==> src/design/sfr_pkg.sv <==
`default_nettype none

package sfr_pkg;

	localparam int MAX_PATTERN_DEF     = 8;
	localparam int MAX_REPLACEMENT_DEF = 8;
	localparam int CFG_W               = 64;
	localparam int LEN_W               = 4;

	typedef logic [7:0] byte_t;

	typedef enum logic [1:0] {
		REG_PATTERN_BYTES      = 2'd0,
		REG_PATTERN_LENGTH     = 2'd1,
		REG_REPLACEMENT_BYTES  = 2'd2,
		REG_REPLACEMENT_LENGTH = 2'd3
	} cfg_reg_t;

endpackage

`default_nettype wire

==> src/design/stream_find_replace.sv <==
// Flow: a byte accepted at the input is registered in the input stage, evaluated against the window
// once the output buffer can take its results, and its first result is offered from the output buffer.
// Throughput: one input beat per cycle while each item yields at most one result and out_ready is
// high; an item that yields several results holds the input stage until its last result is taken.
// Reset (arst_n low, asynchronous): window empty, no item in flight, pattern length one,
// pattern, replacement and replacement length zero.
`default_nettype none

module stream_find_replace #(
	parameter int MAX_PATTERN     = sfr_pkg::MAX_PATTERN_DEF,
	parameter int MAX_REPLACEMENT = sfr_pkg::MAX_REPLACEMENT_DEF
) (
	input  wire logic                    clk,
	input  wire logic                    arst_n,

	input  wire logic                    cfg_write,
	input  wire sfr_pkg::cfg_reg_t       cfg_index,
	input  wire logic [sfr_pkg::CFG_W-1:0] cfg_data,

	input  wire logic                    in_valid,
	output logic                         in_ready,
	input  wire logic [7:0]              text_byte,
	input  wire logic                    text_end,

	output logic                         out_valid,
	input  wire logic                    out_ready,
	output logic [7:0]                   out_byte,
	output logic                         byte_present,
	output logic                         out_end
);
	import sfr_pkg::*;

	localparam int RES_DEPTH = (MAX_PATTERN > MAX_REPLACEMENT) ? MAX_PATTERN : MAX_REPLACEMENT;
	localparam int CNT_W     = $clog2(MAX_PATTERN + 1);
	localparam int RCNT_W    = $clog2(MAX_REPLACEMENT + 1);
	localparam int NUM_W     = $clog2(RES_DEPTH + 1);

	// Configuration registers.
	logic [CFG_W-1:0] pattern_bytes_q;
	logic [LEN_W-1:0] pattern_length_q;
	logic [CFG_W-1:0] replacement_bytes_q;
	logic [LEN_W-1:0] replacement_length_q;

	// Input stage.
	logic             valid_s1;
	byte_t            byte_s1;
	logic             end_s1;

	// Window state.
	byte_t            win_q [MAX_PATTERN];
	logic [CNT_W-1:0] held_q;
	logic [CNT_W-1:0] active_len_q;

	// Output buffer: results leave from entry zero, the rest shift down.
	byte_t            res_q [RES_DEPTH];
	logic [NUM_W-1:0] num_q;
	logic             present_q;
	logic             end_q;

	logic             out_take;
	logic             buf_free;
	logic             go;

	logic [CNT_W-1:0]  eff_plen;
	logic [RCNT_W-1:0] eff_rlen;
	logic [CNT_W-1:0]  alen;
	logic [CNT_W-1:0]  cnt1;
	byte_t             win_n [MAX_PATTERN];
	byte_t             win_d [MAX_PATTERN];
	logic              full;
	logic              match;
	logic              hit;
	logic [CNT_W-1:0]  held_d;
	byte_t             res_d [RES_DEPTH];
	logic [NUM_W-1:0]  num_d;
	logic              present_d;

	assign out_valid    = (num_q != '0);
	assign out_take     = out_valid && out_ready;
	assign buf_free     = (num_q == '0) || ((num_q == NUM_W'(1)) && out_take);
	assign go           = valid_s1 && buf_free;
	assign in_ready     = !valid_s1 || buf_free;

	assign out_byte     = res_q[0];
	assign byte_present = present_q;
	assign out_end      = end_q && (num_q == NUM_W'(1));

	always_comb begin
		if (pattern_length_q == '0) begin
			eff_plen = CNT_W'(1);
		end else if (pattern_length_q > LEN_W'(MAX_PATTERN)) begin
			eff_plen = CNT_W'(MAX_PATTERN);
		end else begin
			eff_plen = CNT_W'(pattern_length_q);
		end
		if (replacement_length_q > LEN_W'(MAX_REPLACEMENT)) begin
			eff_rlen = RCNT_W'(MAX_REPLACEMENT);
		end else begin
			eff_rlen = RCNT_W'(replacement_length_q);
		end
	end

	always_comb begin
		// The pattern length is latched only while the window is empty.
		alen = (held_q == '0) ? eff_plen : active_len_q;
		cnt1 = held_q + CNT_W'(1);

		for (int i = 0; i < MAX_PATTERN; i++) begin
			win_n[i] = (held_q == CNT_W'(i)) ? byte_s1 : win_q[i];
		end

		full  = (cnt1 >= alen);
		match = 1'b1;
		for (int i = 0; i < MAX_PATTERN; i++) begin
			if ((CNT_W'(i) < alen) && (win_n[i] != pattern_bytes_q[8*i +: 8])) begin
				match = 1'b0;
			end
		end
		hit = full && match;

		// A full window that misses passes its oldest byte and slides by one.
		win_d = win_n;
		if (full && !match) begin
			for (int i = 0; i < MAX_PATTERN - 1; i++) begin
				win_d[i] = win_n[i + 1];
			end
		end

		if (end_s1 || hit) begin
			held_d = '0;
		end else if (full) begin
			held_d = held_q;
		end else begin
			held_d = cnt1;
		end

		for (int i = 0; i < RES_DEPTH; i++) begin
			res_d[i] = '0;
		end
		present_d = 1'b1;
		if (hit) begin
			for (int i = 0; i < MAX_REPLACEMENT; i++) begin
				res_d[i] = replacement_bytes_q[8*i +: 8];
			end
			num_d = NUM_W'(eff_rlen);
		end else begin
			// On the final byte the oldest byte and the rest of the window leave together.
			for (int i = 0; i < MAX_PATTERN; i++) begin
				res_d[i] = win_n[i];
			end
			if (end_s1) begin
				num_d = NUM_W'(cnt1);
			end else if (full) begin
				num_d = NUM_W'(1);
			end else begin
				num_d = '0;
			end
		end

		// A text that ends with nothing left to send still gets one empty beat.
		if (end_s1 && (num_d == '0)) begin
			num_d     = NUM_W'(1);
			present_d = 1'b0;
			res_d[0]  = '0;
		end
	end

	always_ff @(posedge clk or negedge arst_n) begin
		if (!arst_n) begin
			pattern_bytes_q      <= '0;
			pattern_length_q     <= LEN_W'(1);
			replacement_bytes_q  <= '0;
			replacement_length_q <= '0;
		end else if (cfg_write) begin
			case (cfg_index)
				REG_PATTERN_BYTES:      pattern_bytes_q      <= cfg_data;
				REG_PATTERN_LENGTH:     pattern_length_q     <= cfg_data[LEN_W-1:0];
				REG_REPLACEMENT_BYTES:  replacement_bytes_q  <= cfg_data;
				REG_REPLACEMENT_LENGTH: replacement_length_q <= cfg_data[LEN_W-1:0];
				default: ;
			endcase
		end
	end

	always_ff @(posedge clk or negedge arst_n) begin
		if (!arst_n) begin
			valid_s1     <= 1'b0;
			held_q       <= '0;
			active_len_q <= CNT_W'(1);
			num_q        <= '0;
		end else begin
			if (in_ready) begin
				valid_s1 <= in_valid;
			end
			if (go) begin
				held_q       <= held_d;
				active_len_q <= alen;
				num_q        <= num_d;
			end else if (out_take) begin
				num_q <= num_q - NUM_W'(1);
			end
		end
	end

	always_ff @(posedge clk) begin
		if (in_ready && in_valid) begin
			byte_s1 <= text_byte;
			end_s1  <= text_end;
		end
		if (go) begin
			win_q     <= win_d;
			res_q     <= res_d;
			present_q <= present_d;
			end_q     <= end_s1;
		end else if (out_take) begin
			for (int i = 0; i < RES_DEPTH - 1; i++) begin
				res_q[i] <= res_q[i + 1];
			end
		end
	end

	// The window never holds a full pattern's worth of bytes between items.
	a_held_below_len: assert property (@(posedge clk) disable iff (!arst_n)
		(held_q == '0) || (held_q < active_len_q))
		else $error("held byte count reached the pattern length");

	a_num_in_range: assert property (@(posedge clk) disable iff (!arst_n)
		num_q <= NUM_W'(RES_DEPTH))
		else $error("output buffer count out of range");

	// The final byte of a text always leaves at least one beat behind it.
	a_end_gives_beat: assert property (@(posedge clk) disable iff (!arst_n)
		(go && end_s1) |=> (out_valid && end_q && (held_q == '0)))
		else $error("final byte produced no closing beat");

	a_stall_only_when_busy: assert property (@(posedge clk) disable iff (!arst_n)
		!in_ready |-> (valid_s1 && out_valid))
		else $error("input stalled with an idle pipeline");

	a_drain_one_step: assert property (@(posedge clk) disable iff (!arst_n)
		(out_take && !go) |=> (num_q == $past(num_q) - NUM_W'(1)))
		else $error("output buffer did not drain by one beat");

endmodule

`default_nettype wire
==> config.mk <==
export PLATFORM = sky130hd
export DESIGN_NAME = stream_find_replace
export DESIGN_NICKNAME = d
export VERILOG_FILES = /design/src/design/sfr_pkg.sv /design/src/design/stream_find_replace.sv
export SDC_FILE = /design/constraint.sdc
export NUM_CORES = 1
export LEC_CHECK = 0
export BUFFER_PORTS_ARGS = -buffer_cell sky130_fd_sc_hd__buf_2
export CAP_MARGIN = 20
export CORE_MARGIN = 10
export CORE_UTILIZATION = 30
export CTS_CLUSTER_SIZE = 20
export DETAILED_ROUTE_END_ITERATION = 16
export SLEW_MARGIN = 40
export SYNTH_ARGS = -nofsm -noshare
export SYNTH_HDL_FRONTEND = slang
export SYNTH_SLANG_ARGS = --single-unit
==> constraint.sdc <==
create_clock -name clk -period 10.3 [get_ports clk]
set_input_delay 1.545 -clock clk [delete_from_list [all_inputs] [get_ports clk]]
set_output_delay 1.545 -clock clk [all_outputs]
set_load 0.1 [all_outputs]
==> insert_results.sql <==
INSERT INTO impl_metrics (metric_group, metric, value, unit) VALUES
('synthesis', 'synthesis.nets', '1348', ''),
('worst_setup_path', 'critPathCaptureType', 'flop', ''),
('timing', 'setup_viol', '0', ''),
('clocking', 'htree_levels', '1', ''),
('power_and_ir_drop', 'power.leakage', '7.00', 'nW'),
('clocking', 'worstSkewPairLatency', '600', 'ps'),
('power_and_ir_drop', 'vdd_drop_max', '169', 'uV'),
('synthesis', 'synth-seq-area-share', '54.7', '%'),
('clocking', 'cts-root-to-sink-buffers', '3', ''),
('hold_path', 'worst_hold_startpoint', 'active_len_q[1]', ''),
('layout', 'syn2layout_area_growth', '14.8', '%'),
('worst_setup_path', 'required', '10640', 'ps'),
('synthesis', 'syn_area_per_cell', '11.5', 'um^2'),
('timing', 'fin_worst_hold_slack', '479', 'ps'),
('synthesis', 'synth_seq_cells', '288', ''),
('synthesis', 'synth-edff-count', '139', ''),
('layout', 'number_of_fillers_in_the_final_layout', '4702', ''),
('layout', 'layout.cells.most_common', 'sky130_fd_sc_hd__dfrtp_1', ''),
('run_status', 'run_status', 'complete, no violations', ''),
('placement', 'detailedPlacementHpwl', '28300', 'um'),
('worst_setup_path', 'cp_startpoint_kind', 'flop', ''),
('global_routing', 'grtUsageTotal', '14.1', '%'),
('routing', 'ant_nets', '0', ''),
('routing', 'vias_per_cell', '5.15', ''),
('timing', 'fin_worst_skew', '25.4', 'ps'),
('routing', 'drt-total-wl', '41000', 'um'),
('clocking', 'clock_pin_slew_on_the_worst_setup_and_hold_paths', '70', 'ps'),
('worst_setup_path', 'arrival_time_at_the_worst_endpoint', '5980', 'ps'),
('worst_setup_path', 'r2r_setup_slack', '4660', 'ps'),
('clocking', 'hold_buffers', '0', ''),
('worst_setup_path', 'critical_path_peak_fanout', '59', ''),
('clocking', 'cts_tree', 'yes', ''),
('global_routing', 'grt_max_degree', '88', ''),
('floorplanning', 'fp.dieArea', '0.0574', 'mm^2'),
('clocking', 'clock_sink_count', '288', ''),
('timing', 'slew_violations', '0', ''),
('placement', 'placement.cell_area', '0.0155', 'mm^2'),
('timing', 'timing.fmax', '177', 'MHz'),
('job', 'drv.max_cap_violation_count', '0', ''),
('floorplanning', 'dieWidth', '240', 'um'),
('layout', 'diodes', '0', ''),
('synthesis', 'yosysWarnings', '0', ''),
('clocking', 'cts.repair_timing.setup_buffer_count', '0', ''),
('timing', 'tns', '0', 'ps'),
('hold_path', 'hold_path_end', 'active_len_q[1]', ''),
('synthesis', 'synthesis.instances', '1258', ''),
('timing', 'min_period_over_period', '54.8', '%'),
('worst_setup_path', 'rr_worst_depth', '11', ''),
('clocking', 'clock-root-buffer', 'sky130_fd_sc_hd__clkbuf_16', ''),
('synthesis', 'synthDistinctLibCells', '64', ''),
('synthesis', 'synth_top_area_cell', 'sky130_fd_sc_hd__edfxtp_1', ''),
('routing', 'routed-via-count', '10100', ''),
('synthesis', 'synth_flop_cell', 'sky130_fd_sc_hd__dfrtp_1', ''),
('routing', 'first_pass_iters', '5', ''),
('worst_setup_path', 'setup_crit_path_kind', 'flop to flop', ''),
('routing', 'drc', '0', ''),
('hold_path', 'class_of_the_worst_hold_path', 'flop to flop', ''),
('global_routing', 'grt_antenna_before_repair', '0', ''),
('global_routing', 'globalRouteOverflowTotal', '0', ''),
('global_routing', 'grt_first_pass_wirelength', '62700', 'um'),
('clocking', 'post_cts_resize_count', '0', ''),
('synthesis', 'syn_area', '0.0145', 'mm^2'),
('clocking', 'numCtsBuffers', '31', ''),
('timing', 'report.final.hold_viol_count', '0', ''),
('timing', 'worst_slew_margin_rel', '42.9', '%'),
('floorplanning', 'die_height', '240', 'um'),
('power_and_ir_drop', 'power-per-cell-area', '342', 'mW/mm^2'),
('worst_setup_path', 'r2r_end', 'win_q[44]', ''),
('synthesis', 'ys_top_cells_by_area', 'sky130_fd_sc_hd__edfxtp_1 29%, sky130_fd_sc_hd__dfrtp_1 25%, sky130_fd_sc_hd__mux2_2 10%, sky130_fd_sc_hd__mux2i_1 6.4%, sky130_fd_sc_hd__o21ai_0 2.9%', ''),
('timing', 'rsz_0062_raised_after_global_routing', 'no', ''),
('routing', 'detail_route.wl_per_cell', '21.0', 'um');
worst max-delay path: stages (launching register included):
cell	delay [ps]
sky130_fd_sc_hd__dfrtp_1	710
sky130_fd_sc_hd__nand3b_1	650
sky130_fd_sc_hd__mux2_2	530
sky130_fd_sc_hd__xor2_1	150
sky130_fd_sc_hd__nor2_1	150
sky130_fd_sc_hd__a41oi_1	250
sky130_fd_sc_hd__nor4_1	650
sky130_fd_sc_hd__o211a_1	250
sky130_fd_sc_hd__buf_4	560
sky130_fd_sc_hd__or2_2	580
sky130_fd_sc_hd__buf_4	450
sky130_fd_sc_hd__mux2_2	390
worst max path at each step:
stage	cells after the start	to	slack (ps)	from
floorplan	6	out_byte[7]	5510	out_ready
global placement	12	win_q[44]	4750	held_q[0]
detailed placement	11	win_q[44]	4790	held_q[2]
CTS	11	win_q[44]	4750	held_q[2]
global route	13	win_q[44]	4360	held_q[0]
finish	11	win_q[44]	4660	held_q[2]
state kept, by name, summed over array words and instances, names as in the netlist:
signal	count
pattern_bytes_q	64
replacement_bytes_q	64
win_q	64
res_q	56
byte_s1	8
out_byte	8
active_len_q	4
held_q	4
num_q	4
pattern_length_q	4
replacement_length_q	4
byte_present	1
end_q	1
end_s1	1
valid_s1	1
logic make-up after synthesis:
kind of cell             synth area share (%)
AO/OA/AOI/OAI                            10.1
XOR/XNOR                                 2.91
adder cells (fa/ha/maj)                 0.934
buffers and inverters                    5.16
flip-flops                               54.7
multiplexers                             17.4
AND/OR/NAND/NOR                          8.83
power by group:
| group | leakage (nW) | total (mW) | switching (mW) | internal (mW) |
|---|---|---|---|---|
| Clock | 0.543 | 1.21 | 0.491 | 0.716 |
| Combinational | 3.37 | 2.42 | 1.60 | 0.818 |
| Sequential | 3.09 | 2.06 | 0.250 | 1.81 |
| Total | 7.00 | 5.68 | 2.34 | 3.34 |
metal layers:
metal	wire, um	share of wire [%]	track usage (%)	vias to the layer above
li1	-	-	-	4632
met1	18500	45	19.5	5023
met2	18700	46	22.3	362
met3	2890	7.1	2.40	55
met4	948	2.3	3.55	0
met5	0	0	0	-
cell type report:
cell class,count,area [um^2],share of cell area [%]
Sequential cell,288,7910,47.6
Clock buffer,40,860,5.18
Multi-Input combinational cell,792,5850,35.2
Inverter,95,357,2.15
Tap cell,615,769,4.63
Clock inverter,18,235,1.42
Timing Repair Buffer,107,629,3.79
per-stage QoR:
step | std cells | setup WS [ps] | utilization (%)
finish | 1955 | 4660 | 34.8
floorplan | 1258 | 5510 | -
global placement | 1894 | 4750 | 32.3
CTS | 1953 | 4750 | 34.7
detailed placement | 1895 | 4790 | 32.4
global route | 1955 | 4360 | 34.8
synthesized netlist by cell type, types with 21 or more instances:
library cell,number
sky130_fd_sc_hd__clkbuf_1,43
sky130_fd_sc_hd__buf_2,27
sky130_fd_sc_hd__xor2_1,27
sky130_fd_sc_hd__nor2_1,31
sky130_fd_sc_hd__mux2_2,134
sky130_fd_sc_hd__inv_1,94
sky130_fd_sc_hd__o21ai_0,84
sky130_fd_sc_hd__mux2i_1,93
sky130_fd_sc_hd__edfxtp_1,139
sky130_fd_sc_hd__a21oi_1,79
sky130_fd_sc_hd__xnor2_1,21
sky130_fd_sc_hd__nand2_1,98
sky130_fd_sc_hd__nor3_1,63
sky130_fd_sc_hd__dfrtp_1,147
(Power assumes the default switching activity.)
